<file path="config.mk">
export PLATFORM = sky130hd
export DESIGN_NAME = p2p_queue
export DESIGN_NICKNAME = d
export VERILOG_FILES = /design/src/hw/rtl/p2p_pkg.sv /design/src/hw/rtl/p2p_queue.sv
export SDC_FILE = /design/constraint.sdc
export NUM_CORES = 1
export LEC_CHECK = 0
export BUFFER_PORTS_ARGS = -buffer_cell sky130_fd_sc_hd__buf_2
export CAP_MARGIN = 20
export CORE_ASPECT_RATIO = 0.6
export CORE_MARGIN = 1.5
export CORE_UTILIZATION = 40
export DETAILED_ROUTE_END_ITERATION = 10
export GPL_ROUTABILITY_DRIVEN = 1
export PLACE_DENSITY = 0.67
export SYNTH_ARGS = -nofsm -noshare
export SYNTH_HDL_FRONTEND = slang
export SYNTH_SLANG_ARGS = --single-unit
export TNS_END_PERCENT = 1
</file>
<file path="constraint.sdc">
create_clock -name clk -period 8.4 [get_ports clk]
set_input_delay 0.42 -clock clk [delete_from_list [all_inputs] [get_ports clk]]
set_output_delay 0.42 -clock clk [all_outputs]
set_load 0.02 [all_outputs]
</file>
<file path="src/hw/rtl/p2p_pkg.sv">
`timescale 1ns / 1ps
// Shared types, constants and helpers for the point-to-plane RMS error block.
package p2p_pkg;

  localparam int MaxPairs   = 65536;
  localparam int CoordBits  = 32;
  localparam int CoordShift = 32 - CoordBits;
  localparam int CntW       = $clog2(MaxPairs + 1);
  localparam int DiffW      = 33;
  localparam int NormW      = 16;
  localparam int AccW       = 51;
  localparam int QDepth     = 2;
  localparam int QAw        = (QDepth > 1) ? $clog2(QDepth) : 1;
  localparam int QCntW      = $clog2(QDepth + 1);
  localparam int DivSteps   = 64;
  localparam int SqrtSteps  = 32;
  localparam int StepW      = $clog2(DivSteps);

  typedef struct packed {
    logic signed [31:0] src_x;
    logic signed [31:0] src_y;
    logic signed [31:0] src_z;
    logic signed [31:0] tgt_x;
    logic signed [31:0] tgt_y;
    logic signed [31:0] tgt_z;
    logic signed [15:0] norm_x;
    logic signed [15:0] norm_y;
    logic signed [15:0] norm_z;
    logic               is_last;
  } item_t;

  typedef struct packed {
    logic [31:0] rms_error;
    logic [16:0] pair_count;
    logic        saturated;
  } result_t;

  // One classified correspondence as it waits for the accumulator.
  typedef struct packed {
    logic signed [DiffW-1:0] d_x;
    logic signed [DiffW-1:0] d_y;
    logic signed [DiffW-1:0] d_z;
    logic signed [NormW-1:0] n_x;
    logic signed [NormW-1:0] n_y;
    logic signed [NormW-1:0] n_z;
    logic                    keep;
    logic                    last;
    logic [CntW-1:0]         count;
  } entry_t;

  typedef struct packed {
    logic full;
    logic empty;
  } q_stat_t;

  typedef struct packed {
    logic            start;
    logic [63:0]     sum;
    logic [CntW-1:0] count;
  } fin_req_t;

  typedef struct packed {
    logic        done;
    logic [31:0] root;
  } fin_rsp_t;

  typedef enum logic [2:0] {
    BK_IDLE,
    BK_MUL,
    BK_ROUND,
    BK_SQ,
    BK_ADD,
    BK_LAUNCH,
    BK_WAIT
  } back_state_t;

  typedef enum logic [1:0] {
    FIN_IDLE,
    FIN_DIV,
    FIN_SQRT
  } fin_state_t;

  // Keep the low CoordBits bits of a coordinate, sign-extended.
  function automatic logic signed [31:0] coord_ext(logic [31:0] v);
    logic signed [31:0] t;
    t = signed'(v << CoordShift);
    return t >>> CoordShift;
  endfunction

endpackage

</file>
<file path="src/hw/rtl/p2p_queue.sv">
`timescale 1ns / 1ps
// Small queue of classified words between the front and the accumulator.
module p2p_queue (
  input  logic             clk,
  input  logic             rst,
  input  logic             push,
  input  p2p_pkg::entry_t  wdata,
  input  logic             pop,
  output p2p_pkg::entry_t  rdata,
  output p2p_pkg::q_stat_t stat
);
  import p2p_pkg::*;

  entry_t            mem [QDepth];
  logic [QAw-1:0]    wptr;
  logic [QAw-1:0]    rptr;
  logic [QCntW-1:0]  fill;

  function automatic logic [QAw-1:0] wrap_inc(logic [QAw-1:0] p);
    return (p == QAw'(QDepth - 1)) ? '0 : p + 1'b1;
  endfunction

  assign stat.full  = (fill == QCntW'(QDepth));
  assign stat.empty = (fill == '0);
  assign rdata      = mem[rptr];

  always_ff @(posedge clk) begin
    if (rst) begin
      wptr <= '0;
      rptr <= '0;
      fill <= '0;
    end else begin
      if (push) wptr <= wrap_inc(wptr);
      if (pop)  rptr <= wrap_inc(rptr);
      if (push && !pop)      fill <= fill + 1'b1;
      else if (pop && !push) fill <= fill - 1'b1;
    end
  end

  always_ff @(posedge clk) begin
    if (push) mem[wptr] <= wdata;
  end

endmodule

</file>
== Word-level counts from Yosys, hierarchy flattened ==
Memories as Yosys holds them, arrays and structs flattened. A register that Yosys moved wholly into a read port is not among the register bits.
Cells that the tools add are included.
Word-level totals
  bits in registers: 4
  bits in writable memories: 332
  input bits: 170
  output and inout bits: 168
  logic and storage cells: 23
  memories kept: 1
Operators by class
  $add $sub $neg: 4
  eq/ne operators: 1
  multiplexer cells: 8
  reduce and logical (&&, ||, !) cells: 6
Memory list
  mem: words 2, bits a word 166, read ports 1, clocked after memory_dff 1, write ports 1, RTL line p2p_queue.sv:14  | entry_t mem [QDepth];
Operator list (number)
  1-bit 2-to-1 mux: 6
  2-bit 2-to-1 mux: 2
  1-bit adder, second input constant: 2
  2-bit by 1-bit adder with 2-bit output, second input constant: 1
  2-bit equality test, second input constant: 1
  1-bit logical AND: 2
  1-bit logical NOT: 2
  2-bit logical NOT: 1
  2-bit nonzero test: 1
  2-bit by 1-bit subtractor with 2-bit output, second input constant: 1

== Logic depth before layout (Yosys ltp) ==
  depth in word-level cells: 4
  depth in mapped cells: 5

== Worst setup path before layout ==
OpenSTA, ideal clock, no wires.
  path type: reg-to-reg
  from: register wptr
  to: memory mem[0][0] in the netlist's numbering, enable pin
  library setup time: 714 ps
  arrival time: 7654 ps
  data required time: 7686 ps
  setup slack: 32 ps
  cell stages (with the launch flop): 2
  buffers on the path: 0
  clock period less this slack: 8368 ps
  cells stage by stage: dfxtp_1 nor2b_1
RTL lines
  start, declared: RTL line p2p_queue.sv:15  | logic [QAw-1:0] wptr;
  start signal, assigned: RTL line p2p_queue.sv:33  | if (push) wptr <= wrap_inc(wptr);
  end, declared: RTL line p2p_queue.sv:14
Straight into the memory's write port.

==> run summary <==
Headroom to the max-slew limit came out at 31.3%. The number of global-route vias before repair is 6502. The met2 routed wirelength came out at 11.5 mm. The length of the first detailed-routing pass in iterations is 4. The maximum fanout along the worst path is 73. The maximum single-stage delay on the critical path came out at 0.86 ns. In this run the static leakage power is 5.64 nW. The capture point of the worst reg-to-reg path is mem[0][49]$_DFFE_PP_. The number of H-tree levels came out at 1.

The initial antenna violation count is 6. The area fraction of the dominant cell type after synthesis came out at 81.5%. The initial core utilization is 40.8%. The critical path ends at rdata[41].

The relative area change from synthesis to final layout came out at 24.6%. The hold buffer count at CTS came out at 0. In the global route stage, overall resource usage came out at 15.3%. The wire length per cell came out at 18.7 um.

For this run, the leading register cell type out of synthesis is edfxtp_1. The antenna violation net count after detailed routing came out at 0. IR analysis of the VDD net gives a maximum drop of 0.154 mV.

The number of placement rows is 49. The upper clock frequency limit came out at 295 MHz. The warning count from the yosys run came out at 0. Max-cap violations in this run came to 0. STA classifies the critical path startpoint as a flip-flop. The count of boundary I/O pins came out at 338. The number of buffers created by CTS came out at 31. The floorplan die area came out at 31700 um2. The kind of critical path is reg -> out.

The worst setup skew after layout is 0.00823 ns. In the final layout, the share of cells above drive strength 1 is 60.3%. Clock latency on the worst-skew pair, taken at its later pin, is 0.55 ns. The number of max-slew violations in the final report came out at 0.

Routability-driven placement finished with a final weighted congestion of 0.752. The worst register-to-register path begins at wptr$_SDFFE_PP0P_. The CTS tree is yes.

For flop-to-flop paths, the worst setup slack is 5.94 ns. The part of the Yosys area used for sequential elements is 82.4%. The global-route wire length before repair came out at 37.2 mm.

The sink count of the clock tree is 337. The count of final hold-check violations came out at 0. Walking the worst path, the cells encountered are buf_4 -> mux2_2 -> buf_2.

The number of gates resized after CTS is 0. The mean area per synthesized cell is 22.7 um2. Yosys mapped a number of flops with a built-in enable equal to 332.

The total vias in the final route is 6219. The longest clock path from root to sink contains 3 buffers. The worst path uses 40.3% of the clock period.

The remaining global-route overflow is 0. The worst-case hold slack is 0.0530 ns. The height of the die came out at 138 um. The netlist uses 16 different library cells. The half-perimeter wire length after placement is 16.6 mm. When the netlist entered floorplanning its net count stood at 709. Entering global routing, the biggest net connects 74 pins. The biggest area consumer among synthesized cells is edfxtp_1. The filler cell count in the final layout came out at 2469. The most repeated cell in the gate-level netlist after synthesis is edfxtp_1.

The number of cells traversed by the worst register-to-register path is 2. Ranked by instance count, the synthesized netlist is headed by 332 x edfxtp_1, 166 x mux2_2, 14 x buf_6. The average via count per standard cell came out at 4.67. Setup repair after global routing left no endpoint under its margin. In the synthesized netlist the async set-or-reset flop fraction comes to 0%. The data required time of the critical path came out at 7.98 ns. The total detailed-routing wirelength came out at 25.0 mm. Clock-pin slew was measured on the worst setup and hold paths at 0.07 ns. The path type of the worst min-delay path is in -> reg. The data arrival time of the critical path came out at 2.96 ns. The measured slew at the worst slew-check pin is 1.03 ns. After synthesis the netlist holds a flip-flop and latch count of 337.

The total power per unit cell area came out at 246 nW/um2. The routed length on met1 came out at 10.9 mm. In this run the clock root is driven by a clkbuf_16.

In the routed design, unresolved DRC markers number 0. Sorting the synthesized cells by area gives the leading types as edfxtp_1 82%, mux2_2 15%, buf_6 1.3%. The width of the die is 229 um. The net count of the finished layout is 1067. The aggregate negative setup slack came out at 0 ns. In the detailed route, the total length drawn on met3 is 2.13 mm. The cell count after synthesis came out at 538.

Setup violations remaining at the end of the flow were counted as 0. Buffers added to address setup during post-CTS repair amount to 0. The element type at the critical path end is an output pin. Input and output buffers added on the ports amount to 337.

The DRC marker count from the first detailed-route iteration is 305. The top layer reached by signal wires is met5. The placeable core region came out at 30000 um2.

The final critical path time including I/O delays and setup came out at 3.38 ns. The slowest stage of the critical path is the buf_4 cell. The post-synthesis cell area came out at 12200 um2. The flow ran to the end, and the final reports show no timing, DRC or antenna violations.
[stage by stage]
step / std cells / power [W] / utilization [%] / cell area, um2 / setup WS [ns]
after floorplan: 538 / 0.00234 / - / 12200 / 0.0316
after global placement: 1271 / 0.00249 / 47.7 / 14300 / 5.52
after detailed placement: 1271 / 0.00250 / 47.7 / 14300 / 5.55
after CTS: 1327 / 0.00379 / 50.8 / 15200 / 4.92
after global routing: 1328 / 0.00387 / 50.8 / 15200 / 4.80
final: 1332 / 0.00374 / 50.8 / 15200 / 5.02
[critical path, delay by kind of cell (launching register included)]
kind | cells | cell delay [ns]
buffers and inverters | 2 | 1.02
flip-flops | 1 | 0.85
multiplexers | 1 | 0.42
[per-layer routing]
layer / up-vias / track usage [%]
met5: - / 0
met4: 2 / 3.52
met3: 37 / 5.49
met2: 218 / 23.7
met1: 3089 / 20.7
li1: 2873 / -
[cell families (layout without fill, tap and decap cells)]
logic type,count (synthesis),in the layout,share of synthesized area [%]
xor gates and xnor gates,4,4,0.287
buffers and inverters,19,400,1.52
muxes,166,166,15.3
DFF,337,337,82.4
other,0,5,0
AOI/OAI and AO/OA,2,2,0.0818
and+or+nand+nor,9,9,0.358
adders and majority gates,1,1,0.102
[power breakdown]
part           internal, W  leakage (nW)  total, W  switching (W)
Clock             0.000707         0.444   0.00129       0.000581
Combinational     0.000180          2.03  0.000458       0.000278
Sequential         0.00196          3.16   0.00200      0.0000324
Total              0.00285          5.64   0.00374       0.000891
[state kept, by name (all words and copies together) (netlist names), named ones only]
name and count:
rptr 1, mem 332, wptr 1, fill 2
[final cells by class]
| class | count | area, um2 | area share (%) |
|---|---|---|---|
| clock buffers | 37 | 798 | 5.24 |
| repair buffers | 343 | 1730 | 11.4 |
| flip-flops and latches | 337 | 10100 | 66.1 |
| clock inverters | 19 | 125 | 0.821 |
| diodes | 5 | 12.5 | 0.0821 |
| inverters | 1 | 3.75 | 0.0246 |
| well taps | 408 | 510 | 3.35 |
| multi-input cells | 182 | 1980 | 13.0 |
[worst min path at each step]
stage | from | endpoint | slack, ns | cells past startpoint
floorplan | fill[1]$_SDFFE_PP0P_ | fill[1]$_SDFFE_PP0P_ | 0.46 | 2
global placement | fill[1]$_SDFFE_PP0P_ | fill[1]$_SDFFE_PP0P_ | 0.49 | 2
detailed placement | fill[1]$_SDFFE_PP0P_ | fill[1]$_SDFFE_PP0P_ | 0.50 | 2
CTS | wdata[11] | mem[0][11]$_DFFE_PP_ | 0.02 | 1
global route | wdata[87] | mem[0][87]$_DFFE_PP_ | 0.02 | 1
finish | wdata[75] | mem[1][75]$_DFFE_PP_ | 0.05 | 1
[placed cells by master, fill, tap and decap left out]
cell type,n
and2_4,1
xnor2_1,2
clkinv_4,1
inv_1,1
clkbuf_1,6
nor2b_1,1
edfxtp_1,332
clkinvlp_4,3
clkinv_2,5
dfxtp_4,1
nor2b_4,1
diode_2,5
a21oi_1,1
o21ai_0,1
buf_2,337
nor2_1,5
dfxtp_1,4
or3_1,1
mux2_2,166
bufinv_16,1
inv_6,1
buf_4,6
ha_1,1
xor2_1,2
clkinv_1,8
clkbuf_16,31
No activity file was read; power rests on OpenSTA's default activity.
