===== src/hw/rtl/p2p_pkg.sv =====
`timescale 1ns / 1ps
// Shared types, constants and helpers for the point-to-plane RMS error block.
package p2p_pkg;

  localparam int MaxPairs   = 65536;
  localparam int CoordBits  = 32;
  localparam int CoordShift = 32 - CoordBits;
  localparam int CntW       = $clog2(MaxPairs + 1);
  localparam int DiffW      = 33;
  localparam int NormW      = 16;
  localparam int AccW       = 51;
  localparam int QDepth     = 2;
  localparam int QAw        = (QDepth > 1) ? $clog2(QDepth) : 1;
  localparam int QCntW      = $clog2(QDepth + 1);
  localparam int DivSteps   = 64;
  localparam int SqrtSteps  = 32;
  localparam int StepW      = $clog2(DivSteps);

  typedef struct packed {
    logic signed [31:0] src_x;
    logic signed [31:0] src_y;
    logic signed [31:0] src_z;
    logic signed [31:0] tgt_x;
    logic signed [31:0] tgt_y;
    logic signed [31:0] tgt_z;
    logic signed [15:0] norm_x;
    logic signed [15:0] norm_y;
    logic signed [15:0] norm_z;
    logic               is_last;
  } item_t;

  typedef struct packed {
    logic [31:0] rms_error;
    logic [16:0] pair_count;
    logic        saturated;
  } result_t;

  // One classified correspondence as it waits for the accumulator.
  typedef struct packed {
    logic signed [DiffW-1:0] d_x;
    logic signed [DiffW-1:0] d_y;
    logic signed [DiffW-1:0] d_z;
    logic signed [NormW-1:0] n_x;
    logic signed [NormW-1:0] n_y;
    logic signed [NormW-1:0] n_z;
    logic                    keep;
    logic                    last;
    logic [CntW-1:0]         count;
  } entry_t;

  typedef struct packed {
    logic full;
    logic empty;
  } q_stat_t;

  typedef struct packed {
    logic            start;
    logic [63:0]     sum;
    logic [CntW-1:0] count;
  } fin_req_t;

  typedef struct packed {
    logic        done;
    logic [31:0] root;
  } fin_rsp_t;

  typedef enum logic [2:0] {
    BK_IDLE,
    BK_MUL,
    BK_ROUND,
    BK_SQ,
    BK_ADD,
    BK_LAUNCH,
    BK_WAIT
  } back_state_t;

  typedef enum logic [1:0] {
    FIN_IDLE,
    FIN_DIV,
    FIN_SQRT
  } fin_state_t;

  // Keep the low CoordBits bits of a coordinate, sign-extended.
  function automatic logic signed [31:0] coord_ext(logic [31:0] v);
    logic signed [31:0] t;
    t = signed'(v << CoordShift);
    return t >>> CoordShift;
  endfunction

endpackage


===== src/hw/rtl/p2p_final.sv =====
`timescale 1ns / 1ps
// Closing unit: bit-serial divide of the sum by the count, then bit-serial square root.
module p2p_final (
  input  logic              clk,
  input  logic              rst,
  input  p2p_pkg::fin_req_t req,
  output p2p_pkg::fin_rsp_t rsp
);
  import p2p_pkg::*;

  fin_state_t       state;
  fin_state_t       state_next;
  logic [StepW-1:0] step;
  logic [63:0]      dvd;
  logic [CntW-1:0]  dvs;
  logic [CntW-1:0]  rem;
  logic [CntW:0]    rem_sh;
  logic             div_ge;
  logic [34:0]      srem;
  logic [34:0]      srem_sh;
  logic [34:0]      trial;
  logic             sq_ge;
  logic [31:0]      root;
  logic             done;

  assign rem_sh  = {rem, dvd[63]};
  assign div_ge  = (rem_sh >= {1'b0, dvs});
  assign srem_sh = {srem[32:0], dvd[63:62]};
  assign trial   = {1'b0, root, 2'b01};
  assign sq_ge   = (srem_sh >= trial);

  assign rsp.done = done;
  assign rsp.root = root;

  always_ff @(posedge clk) begin
    if (rst) state <= FIN_IDLE;
    else     state <= state_next;
  end

  always_comb begin
    state_next = state;
    case (state)
      FIN_IDLE: if (req.start) state_next = FIN_DIV;
      FIN_DIV:  if (step == StepW'(DivSteps - 1)) state_next = FIN_SQRT;
      FIN_SQRT: if (step == StepW'(SqrtSteps - 1)) state_next = FIN_IDLE;
      default:  state_next = FIN_IDLE;
    endcase
  end

  always_ff @(posedge clk) begin
    if (rst) begin
      done <= 1'b0;
      step <= '0;
    end else begin
      done <= (state == FIN_SQRT) && (step == StepW'(SqrtSteps - 1));
      case (state)
        FIN_IDLE: step <= '0;
        FIN_DIV:  step <= (step == StepW'(DivSteps - 1)) ? '0 : step + 1'b1;
        FIN_SQRT: step <= step + 1'b1;
        default:  step <= '0;
      endcase
    end
  end

  // The quotient shifts into the dividend register and is then consumed two bits a step.
  always_ff @(posedge clk) begin
    case (state)
      FIN_IDLE: begin
        if (req.start) begin
          dvd <= req.sum;
          dvs <= req.count;
          rem <= '0;
        end
        srem <= '0;
        root <= root;
      end
      FIN_DIV: begin
        rem  <= div_ge ? CntW'(rem_sh - {1'b0, dvs}) : CntW'(rem_sh);
        dvd  <= {dvd[62:0], div_ge};
        srem <= '0;
        root <= '0;
      end
      FIN_SQRT: begin
        dvd  <= {dvd[61:0], 2'b00};
        srem <= sq_ge ? srem_sh - trial : srem_sh;
        root <= {root[30:0], sq_ge};
      end
      default: begin
        srem <= '0;
      end
    endcase
  end

endmodule


===== config.mk =====
export PLATFORM = sky130hd
export DESIGN_NAME = p2p_final
export DESIGN_NICKNAME = d
export VERILOG_FILES = /design/src/hw/rtl/p2p_pkg.sv /design/src/hw/rtl/p2p_final.sv
export SDC_FILE = /design/constraint.sdc
export NUM_CORES = 1
export LEC_CHECK = 0
export ABC_AREA = 1
export BUFFER_PORTS_ARGS = -buffer_cell sky130_fd_sc_hd__buf_4
export CAP_MARGIN = 30
export CORE_AREA = 2 2 147 149
export CTS_BUF_LIST = sky130_fd_sc_hd__clkbuf_4 sky130_fd_sc_hd__clkbuf_8
export DETAILED_ROUTE_END_ITERATION = 8
export DIE_AREA = 0 0 149 151
export MAX_ROUTING_LAYER = met4
export PLACE_DENSITY = 0.88
export SLEW_MARGIN = 20
export SYNTH_ARGS = -nofsm -noshare
export SYNTH_HDL_FRONTEND = slang
export SYNTH_SLANG_ARGS = --single-unit

===== constraint.sdc =====
create_clock -name clk -period 3.57 [get_ports clk]
set_input_delay 0.1785 -clock clk [delete_from_list [all_inputs] [get_ports clk]]
set_output_delay 0.1785 -clock clk [all_outputs]
set_load 0.02 [all_outputs]

# == Word-level counts from Yosys, hierarchy flattened ==
# Index checks and enable logic that the tools add are counted.
# classes
n_addsub,3
mul,0
n_div,0
magnitude_cmp,2
n_eq_ne,7
shifts,0
muxes,13
n_bitwise,0
n_reduce_logical,9
# op_table
cell,n
64-bit case mux with 3 select lines,1
64-bit 2-to-1 mux,1
32-bit case mux with 2 select lines,1
35-bit by 34-bit greater-or-equal comparator with 1-bit output,1
17-bit 2-to-1 mux,2
17-bit case mux with 2 select lines,1
33-bit 2-to-1 mux,1
33-bit subtractor,1
18-bit by 17-bit greater-or-equal comparator with 1-bit output,1
17-bit subtractor,1
6-bit case mux with 2 select lines,1
6-bit by 1-bit adder with 6-bit output (second input constant),1
6-bit by 5-bit == test with 1-bit output (second input constant),1
6-bit == test (second input constant),1
2-bit 2-to-1 mux,3
6-bit 2-to-1 mux,1
2-bit case mux with 3 select lines,1
2-bit AND reduction,3
2-bit inequality test (second input constant),2
2-bit nonzero test,2
3-bit AND reduction,1
3-bit nonzero test,1
2-bit by 1-bit == test with 1-bit output (second input constant),1
2-bit == test (second input constant),1
other kinds (3),3
# totals
register_bits,172
latchBits,0
mem_bits_rw,0
rom_bits,0
input_bits,84
output_inout_bits,33
elab_cells,42
mem_count,0

# == Depth between registers and ports, before layout ==
# logic_depth
ltp_word,3
depth_mapped,16
mapped_depth_nobuf,15

# == Worst setup path after synthesis ==
# No wires, ideal clock.
# synth_path
kind,register -> register
startpoint,register state[0]
endpoint,register dvd[0] (enable)
setup_ns,0.488
t_arrival_ns,3.427
required_time_ns,3.082
path_slack_ns,-0.345
path_stages_with_launch,6
n_path_buf,0
period_less_slack_ns,3.915
path_cell_list,dfxtp_1 inv_1 ha_1 inv_1 nor2_1 nor2_1
# synth_between
elab_chain_len,3
word_cells_on_any_way,6
cone_classes,eq/ne: 3; reduce/logical: 3
# synth_lines
element,line_no,source
start: declaration,p2p_final.sv:11,fin_state_t state;
start signal: assignment,p2p_final.sv:37,else state <= state_next;
"2-bit == test, or another cell as far along",p2p_final.sv:67,case (state)
3-bit nonzero test (no line) or 2-bit inequality test (tied branches),-,
2-bit AND reduction (no line) (*),-,
end signal: assignment,p2p_final.sv:70,dvd <= req.sum;
end signal: assignment,p2p_final.sv:79,"dvd <= {dvd[62:0], div_ge};"
end signal: assignment,p2p_final.sv:84,"dvd <= {dvd[61:0], 2'b00};"
end: declaration,p2p_final.sv:14,logic [63:0] dvd;
# Mark *: on every way between the ends. The rest lies on a longest branch, timed or not.
# A chain may end at the register's enable or synchronous reset.

# == Worst setup path after layout ==
# layout_path
startpoint,register dvd[63]
endpoint,"register rem[11], data pin"
# layout_between
elab_chain_len,3
word_cells_on_any_way,4
cone_classes,add/sub: 1; order compare: 1; mux: 2
# layout_lines
element,line_no,source
17-bit subtractor or 18-bit by 17-bit greater-or-equal comparator with 1-bit output (tied branches),"p2p_final.sv:78, p2p_final.sv:27",
17-bit 2-to-1 mux (*),p2p_final.sv:78,"rem <= div_ge ? CntW'(rem_sh - {1'b0, dvs}) : CntW'(rem_sh);"
17-bit case mux with 2 select lines (*),p2p_final.sv:67,
end signal: assignment,p2p_final.sv:78,
end: declaration,p2p_final.sv:16,logic [CntW-1:0] rem;
# Marks and branches as above.

==> results.md <==
* Net Count, Synth at 1,676
* Finished Layout Cells at 1,998
* Prevailing post-synth register cell: edfxtp_1
* Post-Syn Area at 11,300 sq um
* Post-Synth XOR/XNOR Area at 1.93%
* Fin nets at 1,851
* Grt total ovfl at 0
* Largest net degree at the start of global routing at 65
* Hold_sp: req[19]
* TritonCTS clock tree: done
* Fin. Hold Viols at 0
* Maxcap violations at 0
* Initial antenna violation count at 0
* CORE AREA at 20,800 sq um
* Placed cells at 1,893
* Setup crit start kind: flop
* Tot GR Track Use at 28.1%
* Vias at 10,500
* Worst min path class: input pin to flop
* Yosys reg bits at 172
* Vert. Die Dim at 151 um
* Setup CP Type: flop to flop
* Vias in the first global route at 10,200
* Peak supply drop at 0.381 mV
* Worst Setup End Kind: flop
* Starting Density at 54.4%
* Post-layout min period at 2850 ps
* Post-synth EDFFs at 130
* Skew final at 21.6 ps
* RSZ-0062 raised after global routing: false
* DP HPWL at 20,400 um
* Clock Root Buffer: clkbuf_8
* Yosys top cell by area: edfxtp_1
* Setup TNS at 0 ps
* Slew Limit Fails at 0
* Status: finished clean
* Launching point of the worst reg2reg path: dvd[63]
* Die W at 149 um
* Crit share post-route at 79.7%
* Worst-path fanout max at 15
* Avg Cell Area, Syn at 7.38 sq um
* Post-DR vias/cell at 5.24
* Worst Setup SP: dvd[63]
* Post-synth top area share at 34.5%
* Netlist cell types at 42
* CTS sink count at 172
* Initial DRT Pass Iterations at 5
* Post-CTS Resized at 0
* Post-Route WL at 30,000 um
* IO buf count at 116
* Avg WL per Cell at 15.0 um
* Area grow syn2layout at 20.1%
* Crit path DAT at 3080 ps
* Postcts setup bufs at 0
* Worst slew pin tran at 899 ps
* Largest cells by area after synthesis: edfxtp_1 (34%), nand2_1 (16%), inv_1 (11%)
* Final setup violation count at 0
* CTS max path bufs at 2
* Starting DRT DRC Count at 843
* Async SR Flop Fraction at 0%
* Worst EP required at 3800 ps
* H-tree depth at 4
* First-pass GRT wire length at 48,900 um
* I/O Pins at 117
* Share of layout cells above drive strength 1 at 11.4%
* Leak Pwr at 7.16 nW
* Die footprint at 22,500 sq um
* Sequential-to-total area share from yosys stat at 41.9%
* Antenna fix cells at 0
* Largest family of logic cells by synthesized area: simple AND/OR/NAND/NOR gates
* Placer's final routability congestion estimate at 0.970
* Reg clk slew, reported paths at 120 ps
* Adder-Cell Fraction of Synth Area at 6.36%
* Slew headroom at 40.0%
* DR DRC count at 0
* Compound-Gate Fraction of Synth Area at 7.67%
* Post-DRT Antenna Nets at 0
* Portion of netlist area occupied by mux cells at 0%
* Skew-Pair Late Insertion Delay at 480 ps
* Cell Pwr Density at 786 nW/um^2
* Mapped Cells at 1,535
* Simple-gate area share of the yosys netlist at 29.7%
* CTS buffer count at 17
* Row cnt at 53
* Syn. warnings at 0
* Maximum clock frequency at 351 MHz
-- where the power goes --
group / internal [W] / total (W) / switching [W]
logic: 0.00180 / 0.00554 / 0.00374
registers: 0.00328 / 0.00364 / 0.000357
clock network: 0.000571 / 0.00151 / 0.000941
total: 0.00565 / 0.0107 / 0.00504
-- cell usage in the layout, fill, tap and decap left out, types with 2 or more instances in the layout --
cell type,count
edfxtp_1,130
nor2_1,156
or2_2,2
dlygate4sd3_1,72
and2_1,6
inv_12,4
xor2_1,24
nor2_4,2
dfxtp_1,42
a21o_1,3
nand2_1,494
clkbuf_8,17
inv_1,322
nand2_2,10
o21ai_0,10
o21ai_2,2
nand4_1,8
ha_1,55
buf_4,122
o221ai_1,62
a21oi_2,2
nor2_2,14
nand3_1,61
nand3b_1,30
inv_8,3
clkinv_8,7
nor3_1,8
a21oi_1,37
-- per-layer routing --
layer	part of all wire (%)	global-route usage (%)	vias up	wire, um
met4	2.1	8.71	0	633
met1	42	34.0	4767	12500
li1	-	-	5190	-
met3	7.2	5.00	59	2140
met2	49	48.1	459	14600
met5	0	-	-	0
-- through the flow --
step | utilization [%] | hold slack (ps) | total power (W) | setup slack (ps) | cell area [sq um]
finish | 65.4 | 19.6 | 0.0107 | 724 | 13600
global route | 65.4 | 12.5 | 0.0115 | 515 | 13600
CTS | 65.3 | 2.88 | 0.0106 | 743 | 13600
detailed placement | 59.6 | 358 | 0.00898 | 766 | 12400
global placement | 59.6 | 356 | 0.00884 | 877 | 12400
floorplan | - | 255 | 0.00747 | 762 | 11300
-- final cells by class --
| class | instances | area, sq um |
|---|---|---|
| clock buffers | 17 | 234 |
| clock inverters | 15 | 221 |
| fillers | 1714 | 7210 |
| inverters | 325 | 1220 |
| multi-input cells | 999 | 5180 |
| flip-flops and latches | 172 | 4740 |
| well taps | 275 | 344 |
| repair buffers | 195 | 1660 |
-- flip-flops by register name (all words and copies together) (netlist names) --
name / flops
dvd: 64
step: 6
state: 2
done: 1
srem: 33
rem: 17
root: 32
dvs: 17
-- synth_stat cells (all sizes together) (2+ instances only) --
library cell	n
edfxtp	130
ha	56
o21ai	12
nand2	506
nor3	9
a21o	3
clkbuf	22
a21oi	40
o221ai	62
dfxtp	42
nor2	173
nand4	8
inv	324
nand3	62
and2	6
xor2	24
or2	2
buf	17
nand3b	30
-- timing repair --
action	in CTS	in global routing
endpoints found under the hold margin	75	0
hold buffers	72	0
setup endpoints to repair	0	0
-- kinds of logic (layout without fill, tap and decap cells) --
kind of cell | after synthesis | in the layout
simple gates | 798 | 798
flops | 172 | 172
compound gates | 119 | 119
buf+inv | 364 | 552
xor+xnor | 25 | 25
fa+ha+maj | 57 | 57
-- worst paths after layout --
check	endpoint	slack, ps	cells past startpoint
max	rem[11]	720	13
min	dvd[2]	20	3
max reg2reg	rem[11]	720	13
min reg2reg	step[0]	460	1
-- critical path, stage by stage, from the launching register on --
cell and delay, ps:
edfxtp_1 400, inv_1 170, ha_1 280, fa_1 420
o21ai_2 220, nand2_1 70, nand2_1 120, nand3_1 120
nand2_2 130, nand2_2 240, nand2_1 270, nand2_1 70
nand2_1 60, nor2_1 50
Note: power is estimated with default switching activity, not from simulation.
