`src/hw/rtl/p2p_pkg.sv`:
```
`timescale 1ns / 1ps
// Shared types, constants and helpers for the point-to-plane RMS error block.
package p2p_pkg;

  localparam int MaxPairs   = 65536;
  localparam int CoordBits  = 32;
  localparam int CoordShift = 32 - CoordBits;
  localparam int CntW       = $clog2(MaxPairs + 1);
  localparam int DiffW      = 33;
  localparam int NormW      = 16;
  localparam int AccW       = 51;
  localparam int QDepth     = 2;
  localparam int QAw        = (QDepth > 1) ? $clog2(QDepth) : 1;
  localparam int QCntW      = $clog2(QDepth + 1);
  localparam int DivSteps   = 64;
  localparam int SqrtSteps  = 32;
  localparam int StepW      = $clog2(DivSteps);

  typedef struct packed {
    logic signed [31:0] src_x;
    logic signed [31:0] src_y;
    logic signed [31:0] src_z;
    logic signed [31:0] tgt_x;
    logic signed [31:0] tgt_y;
    logic signed [31:0] tgt_z;
    logic signed [15:0] norm_x;
    logic signed [15:0] norm_y;
    logic signed [15:0] norm_z;
    logic               is_last;
  } item_t;

  typedef struct packed {
    logic [31:0] rms_error;
    logic [16:0] pair_count;
    logic        saturated;
  } result_t;

  // One classified correspondence as it waits for the accumulator.
  typedef struct packed {
    logic signed [DiffW-1:0] d_x;
    logic signed [DiffW-1:0] d_y;
    logic signed [DiffW-1:0] d_z;
    logic signed [NormW-1:0] n_x;
    logic signed [NormW-1:0] n_y;
    logic signed [NormW-1:0] n_z;
    logic                    keep;
    logic                    last;
    logic [CntW-1:0]         count;
  } entry_t;

  typedef struct packed {
    logic full;
    logic empty;
  } q_stat_t;

  typedef struct packed {
    logic            start;
    logic [63:0]     sum;
    logic [CntW-1:0] count;
  } fin_req_t;

  typedef struct packed {
    logic        done;
    logic [31:0] root;
  } fin_rsp_t;

  typedef enum logic [2:0] {
    BK_IDLE,
    BK_MUL,
    BK_ROUND,
    BK_SQ,
    BK_ADD,
    BK_LAUNCH,
    BK_WAIT
  } back_state_t;

  typedef enum logic [1:0] {
    FIN_IDLE,
    FIN_DIV,
    FIN_SQRT
  } fin_state_t;

  // Keep the low CoordBits bits of a coordinate, sign-extended.
  function automatic logic signed [31:0] coord_ext(logic [31:0] v);
    logic signed [31:0] t;
    t = signed'(v << CoordShift);
    return t >>> CoordShift;
  endfunction

endpackage

```
`src/hw/rtl/p2p_back.sv`:
```
`timescale 1ns / 1ps
// Accumulator: residual by a shared multiplier, rounding, squaring, saturating sum, set close.
module p2p_back (
  input  logic              clk,
  input  logic              rst,
  input  p2p_pkg::q_stat_t  q_stat,
  input  p2p_pkg::entry_t   rdata,
  output logic              pop,
  output p2p_pkg::fin_req_t fin_req,
  input  p2p_pkg::fin_rsp_t fin_rsp,
  output logic              done,
  output p2p_pkg::result_t  result
);
  import p2p_pkg::*;

  back_state_t            state;
  back_state_t            state_next;
  entry_t                 ent;
  logic [1:0]             k;
  logic signed [DiffW-1:0] d_sel;
  logic signed [NormW-1:0] n_sel;
  logic signed [DiffW+NormW-1:0] prod;
  logic signed [AccW-1:0] acc;
  logic signed [AccW-1:0] t_rnd;
  logic signed [35:0]     r_rnd;
  logic [35:0]            r_mag;
  logic [31:0]            mag;
  logic                   big;
  logic [63:0]            sq;
  logic [64:0]            sum_wide;
  logic [63:0]            sum;
  logic                   ovf;

  always_comb begin
    case (k)
      2'd0:    begin d_sel = ent.d_x; n_sel = ent.n_x; end
      2'd1:    begin d_sel = ent.d_y; n_sel = ent.n_y; end
      default: begin d_sel = ent.d_z; n_sel = ent.n_z; end
    endcase
  end

  assign prod     = d_sel * n_sel;
  // Round half up to Q16.16.
  assign t_rnd    = acc + AccW'(16384);
  assign r_rnd    = 36'(t_rnd >>> 15);
  assign r_mag    = r_rnd[35] ? 36'(-r_rnd) : 36'(r_rnd);
  assign sum_wide = {1'b0, sum} + {1'b0, sq};

  assign fin_req.start = (state == BK_LAUNCH);
  assign fin_req.sum   = sum;
  assign fin_req.count = ent.count;

  always_ff @(posedge clk) begin
    if (rst) state <= BK_IDLE;
    else     state <= state_next;
  end

  always_comb begin
    state_next = state;
    pop        = 1'b0;
    case (state)
      BK_IDLE: begin
        if (!q_stat.empty) begin
          pop = 1'b1;
          if (rdata.keep)      state_next = BK_MUL;
          else if (rdata.last) state_next = BK_LAUNCH;
        end
      end
      BK_MUL:    if (k == 2'd2) state_next = BK_ROUND;
      BK_ROUND:  state_next = BK_SQ;
      BK_SQ:     state_next = BK_ADD;
      BK_ADD:    state_next = ent.last ? BK_LAUNCH : BK_IDLE;
      BK_LAUNCH: state_next = BK_WAIT;
      BK_WAIT:   if (fin_rsp.done) state_next = BK_IDLE;
      default:   state_next = BK_IDLE;
    endcase
  end

  always_ff @(posedge clk) begin
    if (rst) begin
      sum  <= '0;
      ovf  <= 1'b0;
      done <= 1'b0;
      k    <= '0;
    end else begin
      done <= 1'b0;
      case (state)
        BK_IDLE: begin
          k <= '0;
          // Drop words past the set limit but flag them.
          if (!q_stat.empty && !rdata.keep) ovf <= 1'b1;
        end
        BK_MUL: k <= k + 1'b1;
        BK_ADD: begin
          if (big || sum_wide[64]) begin
            sum <= '1;
            ovf <= 1'b1;
          end else begin
            sum <= sum_wide[63:0];
          end
        end
        BK_WAIT: begin
          if (fin_rsp.done) begin
            done <= 1'b1;
            sum  <= '0;
            ovf  <= 1'b0;
          end
        end
        default: k <= k;
      endcase
    end
  end

  always_ff @(posedge clk) begin
    case (state)
      BK_IDLE: begin
        if (!q_stat.empty) ent <= rdata;
        acc <= '0;
      end
      BK_MUL:   acc <= acc + AccW'(prod);
      BK_ROUND: begin
        mag <= r_mag[31:0];
        big <= |r_mag[35:32];
      end
      BK_SQ:    sq <= mag * mag;
      BK_WAIT: begin
        if (fin_rsp.done) begin
          result.rms_error  <= fin_rsp.root;
          result.pair_count <= 17'(ent.count);
          result.saturated  <= ovf;
        end
      end
      default: acc <= acc;
    endcase
  end

endmodule

```
`config.mk`:
```
export PLATFORM = sky130hd
export DESIGN_NAME = p2p_back
export DESIGN_NICKNAME = d
export VERILOG_FILES = /design/src/hw/rtl/p2p_pkg.sv /design/src/hw/rtl/p2p_back.sv
export SDC_FILE = /design/constraint.sdc
export NUM_CORES = 2
export LEC_CHECK = 0
export BUFFER_PORTS_ARGS = -buffer_cell sky130_fd_sc_hd__buf_2
export CORE_MARGIN = 10
export CORE_UTILIZATION = 59
export CTS_CLUSTER_SIZE = 20
export DETAILED_ROUTE_END_ITERATION = 10
export GPL_ROUTABILITY_DRIVEN = 0
export GPL_TIMING_DRIVEN = 0
export PLACE_DENSITY = 0.8
export SYNTH_ARGS = -nofsm -noshare
export SYNTH_HDL_FRONTEND = slang
export SYNTH_SLANG_ARGS = --single-unit
```
`constraint.sdc`:
```
create_clock -name clk -period 13.2 [get_ports clk]
set_input_delay 0 -clock clk [delete_from_list [all_inputs] [get_ports clk]]
set_output_delay 0 -clock clk [all_outputs]
set_load 0.005 [all_outputs]
```
Yosys cells after proc, flatten, opt, wreduce, memory -nomap -nowiden
Cells that the tools add are included.
{ "op_classes": {"n_addsub": 5, "mul": 2, "n_div": 0, "order_cmp": 0, "eq_ne": 14, "shifts": 0, "mux": 22, "bitwise_logic": 2, "n_reduce_logical": 16} }
{ "op_table": {"columns": ["operator", "count"], "rows": [
  ["two-way mux 64 bit", 2],
  ["one-hot mux 64 bit (2 select lines)", 1],
  ["one-hot mux 51 bit (2 select lines)", 1],
  ["one-hot mux 33 bit (2 select lines)", 1],
  ["adder 64 x 64 -> 65 bit", 1],
  ["multiplier 32 x 32 -> 64 bit", 1],
  ["adder 51 x 16 -> 51 bit (second input constant)", 1],
  ["adder 51 x 49 -> 51 bit", 1],
  ["multiplier 33 x 16 -> 49 bit", 1],
  ["two-way mux 36 bit", 1],
  ["negation 36 bit", 1],
  ["one-hot mux 16 bit (2 select lines)", 1],
  ["one-hot mux 3 bit (7 select lines)", 1],
  ["two-way mux 3 bit", 6],
  ["inequality test 2 bit (second input constant)", 5],
  ["== test 3 bit (second input constant)", 3],
  ["AND reduction 4 bit", 2],
  ["== test 3 x 2 -> 1 bit (second input constant)", 2],
  ["two-way mux 1 bit", 6],
  ["AND reduction 2 bit", 3],
  ["one-hot mux 2 bit (2 select lines)", 1],
  ["nonzero test 2 bit", 2],
  ["OR reduction 4 bit", 1],
  ["== test 3 x 1 -> 1 bit (second input constant)", 1],
  ["13 further kinds", 15]
]} }
{ "totals": {"reg_bits": 434, "latchBits": 0, "mem_bits_rw": 0, "rom_bits": 0, "inputBits": 203, "out_inout_bits": 134, "word_cells": 81, "memories": 0} }

Logic depth before layout (Yosys ltp)
{ "depth": {"ltp_word": 5, "depth_mapped": 31} }

Least setup slack after synthesis
No wires, ideal clock.
{ "synth_path": {"path_kind": "reg2reg", "startpoint": "register state[2]", "endpoint": "register ent[100] (netlist bit), enable pin", "setup_time_ps": 896, "arrival_time_ps": 12057, "required_ps": 12304, "slack_ps": 246, "stages_incl_launch_ff": 4, "cell_sequence": "dfxtp_1 > clkbuf_1 > or2_2 > nor3_1"} }
{ "synth_between": {"elab_chain_len": 2} }
{ "synth_lines": {"columns": ["element", "line", "text"], "rows": [
  ["from (decl)", "p2p_back.sv:16", "back_state_t state;"],
  ["from (signal assigned)", "p2p_back.sv:55", "else state <= state_next;"],
  ["zero test 3 bit", "p2p_back.sv:115", "case (state)"],
  ["AND reduction 2 bit (no source line)", null, null],
  ["to (signal assigned)", "p2p_back.sv:117", "if (!q_stat.empty) ent <= rdata;"],
  ["to (decl)", "p2p_back.sv:18", "entry_t ent;"]
]} }
Every way passes these cells.
A chain may end at the register's enable or synchronous reset.

Worst setup path after layout
{ "layout_path": {"startpoint": "register mag[18]", "endpoint": "register sq[47] (data pin)"} }
{ "layout_between": {"elab_chain_len": 1} }
{ "layout_lines": {"columns": ["element", "line", "text"], "rows": [
  ["from (decl)", "p2p_back.sv:27", "logic [31:0] mag;"],
  ["from (signal assigned)", "p2p_back.sv:122", "mag <= r_mag[31:0];"],
  ["multiplier 32 x 32 -> 64 bit", "p2p_back.sv:125", "BK_SQ: sq <= mag * mag;"],
  ["to (signal assigned)", "p2p_back.sv:125", null],
  ["to (decl)", "p2p_back.sv:29", "logic [63:0] sq;"]
]} }
Every way passes these cells.

==> impl_metrics.json <==
{
  "final_nets": 9752,
  "cp.required_ns": 13.55,
  "nFillCells": 8529,
  "grt_pass1_vias": 59586,
  "cp_slowest_cell": "clkbuf_1",
  "crit_path_frequent_cell": "fa_1",
  "ioPinCount": 337,
  "clockRootBuffer": "clkbuf_16",
  "drt_pass1_iterations": 9,
  "crit_family": "adder cells",
  "wirelength_mm": 223,
  "dieWidth_um": 363,
  "fin_crit_ns": 10.58,
  "maxSlewViolCount": 8,
  "clk_latency_ns": 0.63,
  "synth_top_area_frac": 0.390,
  "fmax_mhz": 94.5,
  "hp-class": "in -> reg",
  "antenna_found_initial": 16,
  "yosys.area.top_type": "fa_1",
  "wl_per_cell_um": 24.1,
  "die_h_um": 363,
  "core_area_um2": 116000,
  "cts_buffers": 46,
  "grt_max_degree": 43,
  "period_share": 0.802,
  "cp_data_arrival_time_ns": 10.93,
  "synth_fp_nets": 9149,
  "syn_area_per_cell_um2": 9.77,
  "synthArstFlopShare": 0,
  "seq_area_um2": 12300,
  "grt_first_pass_wirelength_mm": 343,
  "rows": 125,
  "ant_nets": 0,
  "cts.clk_slew.worst_paths_ns": 0.08,
  "netlist_area_um2": 69300,
  "cp_slowest_stage_delay_ns": 0.85,
  "drtIter0Drc": 6349,
  "vias": 55463,
  "worstSetupEndpointType": "register",
  "violations": "max-capacitance violations, max-slew violations",
  "syn_to_final_growth_pct": 10.7,
  "final_common_cell": "inv_1",
  "critical_path_class": "reg -> reg",
  "dieArea_um2": 132000,
  "cts_tree": "yes",
  "port-buffer-count": 334,
  "mostFrequentLayoutCells": "inv_1, fa_1, nand2_1",
  "ys.flop_type": "edfxtp_1",
  "grt_usage": 0.341,
  "drive_gt1_frac": 0.0658,
  "multiInputGateArea_um2": 49700,
  "cts.htree.levels": 2,
  "clock_path_buffers": 3,
  "ys_seq_area_frac": 0.177,
  "synth_area_leaders": "fa_1, edfxtp_1, ha_1",
  "synth_edf_count": 362,
  "gr-total-overflow": 0,
  "status": "complete, but fails checks",
  "viasPerCell": 5.98,
  "syn_inst": 7091,
  "fin_ws_ns": 2.62,
  "fin_worst_skew_ns": 0.0568,
  "critPathMaxFanout": 10,
  "ys_ff_latch": 433,
  "rsz0062_at_grt": "no",
  "slew_headroom": -0.0151,
  "clock_sinks": 433,
  "post-dp-hpwl_mm": 173,
  "yosysWarnings": 0,
  "critPathLaunchType": "register",
  "worstMarginPinSlew_ns": 1.52,
  "initial_core_util": 0.595,
  "pre_cts_ws_ns": 3.14,
  "route.detailed.drc": 0,
  "setup_viol_count_final": 0,
  "path_buf_inv": 6,
  "finalHoldViolations": 0,
  "synth_cell_types": 82,
  "max-cap-violations": 1
}
[synth_stat cells (11+ instances only)]
| master | n |
|---|---|
| buf_1 | 11 |
| inv_1 | 1605 |
| nor2b_1 | 32 |
| xor2_1 | 113 |
| nor3_1 | 40 |
| nor4_1 | 13 |
| a31o_2 | 15 |
| and4_1 | 12 |
| and2_1 | 254 |
| clkbuf_1 | 276 |
| dfxtp_1 | 71 |
| nand4_1 | 59 |
| o21a_1 | 23 |
| o31ai_1 | 19 |
| mux2i_1 | 12 |
| a31oi_1 | 35 |
| or2_2 | 13 |
| o21ai_0 | 105 |
| nor2_1 | 425 |
| ha_1 | 505 |
| buf_4 | 18 |
| edfxtp_1 | 362 |
| fa_1 | 1350 |
| nand2b_1 | 25 |
| nand2_1 | 667 |
| xnor2_1 | 153 |
| o21bai_1 | 37 |
| nand3_1 | 66 |
| a211oi_1 | 87 |
| a22o_1 | 47 |
| and3_1 | 24 |
| a21oi_1 | 310 |
| a21o_1 | 152 |
[cells by family (layout without fill, tap and decap cells)]
family,Yosys count,after routing,synth area share
simple gates,1682,1682,0.113
fa+ha+maj,1855,1855,0.481
mux,15,15,0.00222
flops,433,433,0.177
xor+xnor,267,267,0.0339
compound gates,918,918,0.0865
other cells,0,15,0
buf+inv,1921,2561,0.105
[layout make-up]
| cell class | instances | area share |
|---|---|---|
| diodes | 15 | 0.000489 |
| multi-input cells | 4737 | 0.648 |
| clock inverters | 33 | 0.00448 |
| repair buffers | 555 | 0.0513 |
| flip-flops and latches | 433 | 0.160 |
| inverters | 1605 | 0.0785 |
| clock buffers | 52 | 0.0156 |
| well taps | 1524 | 0.0249 |
| plain buffers | 316 | 0.0166 |
[state kept, by name (all words and copies together), names as in the netlist]
register and flops:
sum 64, acc 51, sq 63, fin_req 17, ent 148, big 1
mag 32, ovf 1, k 2, result 50, done 1, state 3
[per-layer routing]
| metal | global-route usage | share of wire |
|---|---|---|
| met1 | 0.378 | 0.32 |
| met2 | 0.542 | 0.45 |
| met4 | 0.253 | 0.097 |
| met3 | 0.121 | 0.13 |
| met5 | 0.00296 | 0.00053 |
[through the flow]
step,setup TNS (ns),hold WS [ns],util,std cells,area (µm²)
2_1_floorplan,0,0.0989,-,7091,69300
6_report,0,0.0803,0.659,9270,76700
5_1_grt,0,0.0892,0.659,9259,76700
3_3_place_gp,-536.38,0.177,0.626,8949,72900
4_1_cts,0,0.0637,0.659,9255,76700
3_5_place_dp,0,0.178,0.628,8968,73100
[repair_timing]
item	CTS	global route
endpoints found under the hold margin	219	0
buffers inserted	0	0
hold buffers	202	0
gates resized for setup	0	0
[worst register-to-register path, stage by stage, from the launching register on]
cell	delay, ns
edfxtp_1	0.81
clkbuf_1	0.77
clkbuf_1	0.86
nand2_1	0.28
fa_1	0.52
fa_1	0.52
inv_1	0.05
fa_1	0.51
inv_1	0.06
fa_1	0.52
inv_1	0.05
fa_1	0.47
fa_1	0.59
fa_1	0.46
fa_1	0.63
ha_1	0.27
clkbuf_1	0.19
a21oi_1	0.30
o221ai_1	0.19
a21boi_0	0.38
nor3_1	0.09
a2111oi_0	0.72
o31ai_1	0.26
a21oi_1	0.22
o211ai_1	0.16
a221oi_1	0.34
xnor2_1	0.10
[worst paths after layout]
| kind | to | slack, ns | cells after the start | start |
|---|---|---|---|---|
| max | sq[47] | 2.62 | 26 | mag[18] |
| min | ent[41] | 0.08 | 2 | rdata[41] |
| max reg2reg | sq[47] | 2.62 | 26 | mag[18] |
| min reg2reg | result[0] | 0.44 | 0 | ovf |
Power is left out: the tool's default activity adds up to more than one toggle a clock period on the data nets, which glitch-free logic cannot reach.
